**src/red_pkg.sv**
```systemverilog
// Shared types and constants for the rotary encoder detent decoder.
// No dependencies.
package red_pkg;

  localparam int TIME_WIDTH_DEF = 32;

  localparam int GAP_W   = 16;
  localparam int COUNT_W = 4;
  localparam int CFG_IDX_W = 2;
  localparam int RESULT_W = 8;

  localparam logic [CFG_IDX_W-1:0] CFG_EDGE_GAP_US     = 2'd0;
  localparam logic [CFG_IDX_W-1:0] CFG_BUTTON_GAP_MS   = 2'd1;
  localparam logic [CFG_IDX_W-1:0] CFG_MIN_TRANSITIONS = 2'd2;

  localparam logic [GAP_W-1:0]   EDGE_GAP_US_RST     = 16'd1000;
  localparam logic [GAP_W-1:0]   BUTTON_GAP_MS_RST   = 16'd250;
  localparam logic [COUNT_W-1:0] MIN_TRANSITIONS_RST = 4'd4;
  localparam logic [COUNT_W-1:0] COUNT_MAX           = 4'd15;

  localparam logic [1:0] PINS_DETENT   = 2'b11;
  localparam logic [1:0] PINS_DT_ONLY  = 2'b10;
  localparam logic [1:0] PINS_CLK_ONLY = 2'b01;

  localparam logic [1:0] DIR_NONE = 2'b00;
  localparam logic [1:0] DIR_POS  = 2'b01;
  localparam logic [1:0] DIR_NEG  = 2'b11;

  typedef struct packed {
    logic [COUNT_W-1:0] min_transitions;
    logic [GAP_W-1:0]   button_gap_ms;
    logic [GAP_W-1:0]   edge_gap_us;
  } cfg_t;

  typedef struct packed {
    logic [RESULT_W-5:0] pad;
    logic                rotation_pending;
    logic                button_pressed;
    logic signed [1:0]   rotation;
  } result_t;

endpackage

```
**src/red_cfg.sv**
```systemverilog
// Configuration register file for the rotary encoder detent decoder.
// Depends on red_pkg.
module red_cfg (
  input  logic                         clk,
  input  logic                         rst_n,
  input  logic                         cfg_valid,
  output logic                         cfg_ready,
  input  logic [red_pkg::CFG_IDX_W-1:0] cfg_index,
  input  logic [red_pkg::GAP_W-1:0]    cfg_data,
  output red_pkg::cfg_t                cfg
);

  red_pkg::cfg_t cfg_r;
  red_pkg::cfg_t cfg_nxt;

  assign cfg_ready = 1'b1;
  assign cfg = cfg_r;

  always_comb begin
    cfg_nxt = cfg_r;
    if (cfg_valid) begin
      unique case (cfg_index)
        red_pkg::CFG_EDGE_GAP_US:     cfg_nxt.edge_gap_us = cfg_data;
        red_pkg::CFG_BUTTON_GAP_MS:   cfg_nxt.button_gap_ms = cfg_data;
        red_pkg::CFG_MIN_TRANSITIONS:
          cfg_nxt.min_transitions = cfg_data[red_pkg::COUNT_W-1:0];
        default: ;
      endcase
    end
  end

  always_ff @(posedge clk) begin
    if (!rst_n) begin
      cfg_r.edge_gap_us     <= red_pkg::EDGE_GAP_US_RST;
      cfg_r.button_gap_ms   <= red_pkg::BUTTON_GAP_MS_RST;
      cfg_r.min_transitions <= red_pkg::MIN_TRANSITIONS_RST;
    end else begin
      cfg_r <= cfg_nxt;
    end
  end

endmodule

```
**src/red_stage_reg.sv**
```systemverilog
// One pipeline register stage with valid/ready flow control.
// No dependencies.
module red_stage_reg #(
  parameter int W = 8
) (
  input  logic         clk,
  input  logic         rst_n,
  input  logic         s_valid,
  output logic         s_ready,
  input  logic [W-1:0] s_data,
  output logic         m_valid,
  input  logic         m_ready,
  output logic [W-1:0] m_data
);

  logic         valid_r;
  logic [W-1:0] data_r;

  assign s_ready = !valid_r || m_ready;
  assign m_valid = valid_r;
  assign m_data  = data_r;

  always_ff @(posedge clk) begin
    if (!rst_n) begin
      valid_r <= 1'b0;
    end else if (s_ready) begin
      valid_r <= s_valid;
    end
  end

  always_ff @(posedge clk) begin
    if (s_ready && s_valid) begin
      data_r <= s_data;
    end
  end

endmodule

```
**src/red_core.sv**
```systemverilog
// Decoder state and per-transaction update: edge gates, detent logic, takes.
// Depends on red_pkg.
module red_core #(
  parameter int TIME_WIDTH = red_pkg::TIME_WIDTH_DEF,
  parameter int IN_W       = 72
) (
  input  logic              clk,
  input  logic              rst_n,
  input  red_pkg::cfg_t     cfg,
  input  logic              fire,
  input  logic [IN_W-1:0]   item,
  output red_pkg::result_t  result
);

  localparam int US_LSB = 4;
  localparam int MS_LSB = US_LSB + TIME_WIDTH;
  localparam int TK_LSB = MS_LSB + TIME_WIDTH;

  logic [1:0]                  pins;
  logic                        enc_edge;
  logic                        btn_edge;
  logic [TIME_WIDTH-1:0]       now_us;
  logic [TIME_WIDTH-1:0]       now_ms;
  logic                        take_rot;
  logic                        take_btn;

  logic [1:0]                  last_pins_r, last_pins_nxt;
  logic [red_pkg::COUNT_W-1:0] count_r, count_nxt, count_inc;
  logic [1:0]                  dir_r, dir_nxt;
  logic                        rot_flag_r, rot_flag_nxt, rot_flag_mid;
  logic                        press_r, press_nxt, press_mid;
  logic [TIME_WIDTH-1:0]       last_enc_r, last_enc_nxt;
  logic [TIME_WIDTH-1:0]       last_btn_r, last_btn_nxt;
  logic [TIME_WIDTH-1:0]       last_press_r, last_press_nxt;
  logic [TIME_WIDTH-1:0]       edge_gap, button_gap;
  logic                        enc_ok, btn_ok, lockout_ok;

  assign pins     = {item[0], item[1]};
  assign enc_edge = item[2];
  assign btn_edge = item[3];
  assign now_us   = item[US_LSB +: TIME_WIDTH];
  assign now_ms   = item[MS_LSB +: TIME_WIDTH];
  assign take_rot = item[TK_LSB];
  assign take_btn = item[TK_LSB + 1];

  assign edge_gap   = {{(TIME_WIDTH - red_pkg::GAP_W){1'b0}}, cfg.edge_gap_us};
  assign button_gap = {{(TIME_WIDTH - red_pkg::GAP_W){1'b0}}, cfg.button_gap_ms};

  assign enc_ok     = enc_edge && ((now_us - last_enc_r) > edge_gap);
  assign btn_ok     = btn_edge && ((now_us - last_btn_r) > edge_gap);
  assign lockout_ok = (now_ms - last_press_r) > button_gap;
  assign count_inc  = (count_r == red_pkg::COUNT_MAX) ? count_r : count_r + 1'b1;

  always_comb begin
    last_pins_nxt  = last_pins_r;
    count_nxt      = count_r;
    dir_nxt        = dir_r;
    rot_flag_mid   = rot_flag_r;
    press_mid      = press_r;
    last_enc_nxt   = last_enc_r;
    last_btn_nxt   = last_btn_r;
    last_press_nxt = last_press_r;

    if (enc_ok) begin
      if (pins != last_pins_r) begin
        count_nxt = count_inc;
        if (pins == red_pkg::PINS_DETENT) begin
          if (count_inc >= cfg.min_transitions) begin
            if (last_pins_r == red_pkg::PINS_DT_ONLY) begin
              dir_nxt = red_pkg::DIR_NEG;
            end else if (last_pins_r == red_pkg::PINS_CLK_ONLY) begin
              dir_nxt = red_pkg::DIR_POS;
            end
            rot_flag_mid = 1'b1;
          end
          count_nxt = '0;
        end
      end
      last_pins_nxt = pins;
      last_enc_nxt  = now_us;
    end

    if (btn_ok) begin
      if (lockout_ok) begin
        press_mid      = 1'b1;
        last_press_nxt = now_ms;
      end
      last_btn_nxt = now_us;
    end

    rot_flag_nxt = rot_flag_mid && !take_rot;
    press_nxt    = press_mid && !take_btn;

    result                  = '0;
    result.rotation         = (take_rot && rot_flag_mid) ? dir_nxt : red_pkg::DIR_NONE;
    result.button_pressed   = take_btn && press_mid;
    result.rotation_pending = rot_flag_nxt;
  end

  always_ff @(posedge clk) begin
    if (!rst_n) begin
      last_pins_r  <= red_pkg::PINS_DETENT;
      count_r      <= '0;
      dir_r        <= red_pkg::DIR_NONE;
      rot_flag_r   <= 1'b0;
      press_r      <= 1'b0;
      last_enc_r   <= '0;
      last_btn_r   <= '0;
      last_press_r <= '0;
    end else if (fire) begin
      last_pins_r  <= last_pins_nxt;
      count_r      <= count_nxt;
      dir_r        <= dir_nxt;
      rot_flag_r   <= rot_flag_nxt;
      press_r      <= press_nxt;
      last_enc_r   <= last_enc_nxt;
      last_btn_r   <= last_btn_nxt;
      last_press_r <= last_press_nxt;
    end
  end

endmodule

```
**src/rotary_encoder_detent_decoder.sv**
```systemverilog
// Top level of the rotary encoder detent decoder: input register, update core,
// result register and configuration registers. Depends on red_pkg and submodules.
//
//  Channel  Direction  Payload
//  in_      slave      tdata: encoder pins, edge events, timestamps, take requests
//  out_     master     tdata: rotation, button_pressed, rotation_pending
//  cfg_     slave      cfg_index, cfg_data (always ready)
//
// Every input transaction yields exactly one result transaction.
// A result passes through the input register and then the result register before it is valid.
// A new transaction is accepted every cycle while the result side keeps up.
// Reset is synchronous and clears the decoder state and all valid flags.
// A stall on out_tready backs up through both register stages to in_tready.
module rotary_encoder_detent_decoder #(
  parameter int TIME_WIDTH = red_pkg::TIME_WIDTH_DEF
) (
  input  logic                              clk,
  input  logic                              rst_n,
  // Fields from bit 0: dt_level, clk_level, encoder_edge, button_edge,
  // now_us, now_ms, take_rotation, take_button, zero fill.
  input  logic                              in_tvalid,
  output logic                              in_tready,
  input  logic [((2*TIME_WIDTH+6+7)/8)*8-1:0] in_tdata,
  // Fields from bit 0: rotation[1:0], button_pressed, rotation_pending, zero fill.
  output logic                              out_tvalid,
  input  logic                              out_tready,
  output logic [red_pkg::RESULT_W-1:0]      out_tdata,
  input  logic                              cfg_valid,
  output logic                              cfg_ready,
  input  logic [red_pkg::CFG_IDX_W-1:0]     cfg_index,
  input  logic [red_pkg::GAP_W-1:0]         cfg_data
);

  localparam int IN_W = ((2 * TIME_WIDTH + 6 + 7) / 8) * 8;

  red_pkg::cfg_t    cfg;
  red_pkg::result_t result;
  logic             s1_valid;
  logic             s1_ready;
  logic [IN_W-1:0]  s1_data;
  logic             fire;

  assign fire = s1_valid && s1_ready;

  red_cfg u_cfg (
    .clk       (clk),
    .rst_n     (rst_n),
    .cfg_valid (cfg_valid),
    .cfg_ready (cfg_ready),
    .cfg_index (cfg_index),
    .cfg_data  (cfg_data),
    .cfg       (cfg)
  );

  red_stage_reg #(.W(IN_W)) u_in_reg (
    .clk     (clk),
    .rst_n   (rst_n),
    .s_valid (in_tvalid),
    .s_ready (in_tready),
    .s_data  (in_tdata),
    .m_valid (s1_valid),
    .m_ready (s1_ready),
    .m_data  (s1_data)
  );

  red_core #(.TIME_WIDTH(TIME_WIDTH), .IN_W(IN_W)) u_core (
    .clk    (clk),
    .rst_n  (rst_n),
    .cfg    (cfg),
    .fire   (fire),
    .item   (s1_data),
    .result (result)
  );

  red_stage_reg #(.W(red_pkg::RESULT_W)) u_out_reg (
    .clk     (clk),
    .rst_n   (rst_n),
    .s_valid (s1_valid),
    .s_ready (s1_ready),
    .s_data  (result),
    .m_valid (out_tvalid),
    .m_ready (out_tready),
    .m_data  (out_tdata)
  );

endmodule

```
**config.mk**
```make
export PLATFORM = sky130hd
export DESIGN_NAME = rotary_encoder_detent_decoder
export DESIGN_NICKNAME = d
export VERILOG_FILES = /design/src/red_pkg.sv /design/src/red_cfg.sv /design/src/red_stage_reg.sv /design/src/red_core.sv /design/src/rotary_encoder_detent_decoder.sv
export SDC_FILE = /design/constraint.sdc
export NUM_CORES = 1
export LEC_CHECK = 0
export ABC_AREA = 1
export BUFFER_PORTS_ARGS = -buffer_cell sky130_fd_sc_hd__buf_4
export CAP_MARGIN = 20
export CORE_MARGIN = 3
export CORE_UTILIZATION = 50
export DETAILED_ROUTE_END_ITERATION = 6
export PLACE_DENSITY_LB_ADDON = 0.2
export SYNTH_ARGS = -nofsm -noshare
export SYNTH_HDL_FRONTEND = slang
export SYNTH_SLANG_ARGS = --single-unit
```
**constraint.sdc**
```tcl
create_clock -name clk -period 10 [get_ports clk]
set_input_delay 1 -clock clk [delete_from_list [all_inputs] [get_ports clk]]
set_output_delay 1 -clock clk [all_outputs]
set_load 0.005 [all_outputs]
```
==> impl_results.md <==
- PostCTS Resize Cnt: 0
- Drt total wl: ~47000 um
- Reg-to-Reg Start: u_in_reg.m_data[12]
- Final net count: about 3000
- Total power: 2.64 mW
- GRT overflow: 0
- Cts hold-fix bufs: 0
- Effective utilization at floorplan: 51.4%
- Post-synthesis sequential area ratio: a little over 30%
- Final Hold Fails: 0
- Cell taking the most area after synthesis: nand2_1
- TritonCTS clock tree: done
- Most frequent cell after synthesis: nand2_1
- R2r endpoint: u_core.last_press_r[1]
- Asr flop ratio synth: 0%
- Final count of pins violating max slew: 0
- Worst-margin pin slew: between 1 and 1.5 ns
- Die X: around 190 um
- Crit path cell chain: ha_1 > nand2_1 > nor2_1 > and2_1 > nand2_1 > nand2_1 > xor2_1 > ha_1 > nand2_1 > nor2_1 > nand3_1 > inv_1 > nand2_1 > nand2_1 > nand2_1 > nand2_1 > nor2_1 > nand2_1 > nor2_1 > nand2_1 > nand3_2 > nor2_4 > nor2_1 > nor2_1
- Worst min-delay path class: register to register
- Via count: between 15000 and 20000
- DR DRC count: 0
- CP endpoint kind: register
- Max incr delay on CP: between 0.9 and 1 ns
- Number of routed nets with antenna violations: 0
- R2R depth: 24
- Wire length of the first global-routing pass: roughly 75000 um
- Max rail drop VDD: 126 uV
- Initial antenna violation count: 0
- RSZ-0062 raised after global routing: false
- I/O Pins: around 110
- DR WL/cell: ~15 um
- Final setup vio count: 0
- Most frequent CP cell: nand2_1
- Crit Path Max Fanout: 33
- Max_cap viols: 0
- Hold WS: 0.465 ns
- Largest cells by area after synthesis: nand2_1 18%, dfxtp_1 17%, edfxtp_1 13%, inv_1 12%, ha_1 11%
- Outcome: completed
- Fraction of layout cells with a size suffix above 1: approximately 6.7%
- Area of the multi-input gates: 9470 um^2
- Area growth from synthesis to layout: 10.9%
- Main synth FF type: dfxtp_1
- CTS Sinks: around 220
- Root Buffer: clkbuf_16
- Period utilization: ~49%
- Vias per cell: 5.05
- Final setup TNS: 0 ns
- Layout Skew: around 0.017 ns
- FP Rows: 66
- Fmax: ~0.2 GHz
- #FFs+latches synth: 218
- Bufs on Longest Clock Path: 3
- Critical path origin: u_in_reg.m_data[12]
- HPWL after DPL: 37200 um
- Crit Path Class: register to register
- Clk Latency, worst-skew pair: 0.55 ns
- Full die area: between 30000 and 40000 um^2
- # diodes: 0
- Top-area cell type share of the netlist area: ~18%
- Min cycle time layout: slightly below 5 ns
- Crit path arrival time: around 5.4 ns
- CP Launch Type: register
- Slew headroom: 26.5%
- Largest net degree at the start of global routing: about 110
- Vias in the first global route: 14700
- Setup bufs post-CTS: 0
- Total GRT Usage: 25.9%
- Cell Area, Synth: ~17000 um^2
- Leak: about 9.8 nW
- Sequential Area: approximately 5100 um^2
- Iteration-0 DRC Markers: 1203
- Yosys warnings: 0
- Worst setup path endpoint: u_core.last_press_r[1]
- List of most frequent post-synthesis cells: 825 x nand2_1, 527 x inv_1, 310 x nor2_1
- Average size of a mapped cell: 6.35 um^2
- Slowest-stage cell, CP: nor2_4
- CTS clk-pin slew, worst paths: roughly 0.06 ns
- Number of synthesized flops with an enable pin: between 70 and 80
- Htree depth: 1
- Final core utilization: between 50% and 60%
- IO Port Bufs: 98
- Distinct cells, synth: 44
- Pwr dens: roughly 140 nW/um^2
- R2R setup slack: 5.09 ns
- Post-Synthesis Cells: 2666
- Placer Congestion: 0.943
- WP data required: between 10 and 15 ns
- Die Ht: roughly 190 um
- # fillers: ~3300
- TritonRoute pass-1 iters: 5
- Area of the core: between 30000 and 40000 um^2
- Num CTS Buffers: 25
## cell usage in the layout, fill, tap and decap left out, drive strengths merged, types with 19 or more instances in the layout
cell    instances
nand2         841
inv           535
nor2          324
nand3         178
ha            146
dfxtp         144
a21oi         143
buf           104
o21ai          75
edfxtp         74
xor2           42
clkbuf         40
nand4          27
nor3           19
## metal layers
metal	global-route usage, %	vias to the layer above	share of wire [%]
li1	-	8411	-
met4	6.26	0	2.3
met1	39.2	7303	50
met5	0	-	0
met2	39.3	445	41
met3	3.13	66	6.6
## how the worst min path moves through the flow
| stage | from | endpoint | slack [ns] | depth (start not counted) |
|---|---|---|---|---|
| after floorplan | u_cfg.cfg[32] | u_cfg.cfg[32] | 0.43 | 2 |
| after global placement | u_cfg.cfg[34] | u_cfg.cfg[34] | 0.44 | 2 |
| after detailed placement | u_cfg.cfg[26] | u_cfg.cfg[26] | 0.45 | 2 |
| after CTS | u_cfg.cfg[26] | u_cfg.cfg[26] | 0.46 | 2 |
| after global routing | u_core.last_btn_r[25] | u_core.last_btn_r[25] | 0.48 | 2 |
| final | u_cfg.cfg[26] | u_cfg.cfg[26] | 0.46 | 2 |
## sequential cells by signal, summed over array words and instances, names as in the netlist, 2 cells and up
| register | cells |
|---|---|
| u_cfg.cfg | 36 |
| u_core.count_r | 4 |
| u_core.dir_r | 2 |
| u_core.last_btn_r | 32 |
| u_core.last_enc_r | 32 |
| u_core.last_pins_r | 2 |
| u_core.last_press_r | 32 |
| u_in_reg.m_data | 70 |
| u_out_reg.m_data | 4 |
## area by class of cell
class / instances / area share [%]
inverters: 538 / 10.8
well taps: 442 / 2.95
repair buffers: 104 / 4.16
multi-input cells: 1863 / 50.5
flip-flops and latches: 218 / 27.2
clock inverters: 6 / 0.440
clock buffers: 40 / 3.96
## logic make-up after synthesis
| logic type | Yosys count | share of synthesized area (%) |
|---|---|---|
| simple gates | 1412 | 34.4 |
| flops | 218 | 30.2 |
| xor+xnor | 47 | 2.43 |
| fa+ha+maj | 149 | 11.2 |
| buf+inv | 588 | 13.9 |
| compound gates | 250 | 7.88 |
| other cells | 2 | 0.0444 |
## report_power, final
group / switching, mW / leakage, nW / total (mW) / internal, mW
clock network: 0.381 / 0.394 / 0.918 / 0.537
registers: 0.0344 / 1.90 / 1.00 / 0.965
logic: 0.462 / 7.48 / 0.717 / 0.255
total: 0.878 / 9.77 / 2.64 / 1.76
## stage by stage
stage	setup slack, ns	instance area, um^2	std cells
6_report	5.09	18800	3211
5_1_grt	4.59	18800	3211
4_1_cts	5.10	18800	3211
3_5_place_dp	5.12	17900	3165
3_3_place_gp	5.16	17900	3165
2_1_floorplan	6.75	16900	2669
## critical path, delay by kind of cell, from the launching register on
kind	cells	cell delay, ns
xor+xnor	1	0.25
fa+ha+maj	2	0.63
buf+inv	1	0.06
flops	1	0.51
simple gates	20	3.33
(Power assumes the default switching activity.)
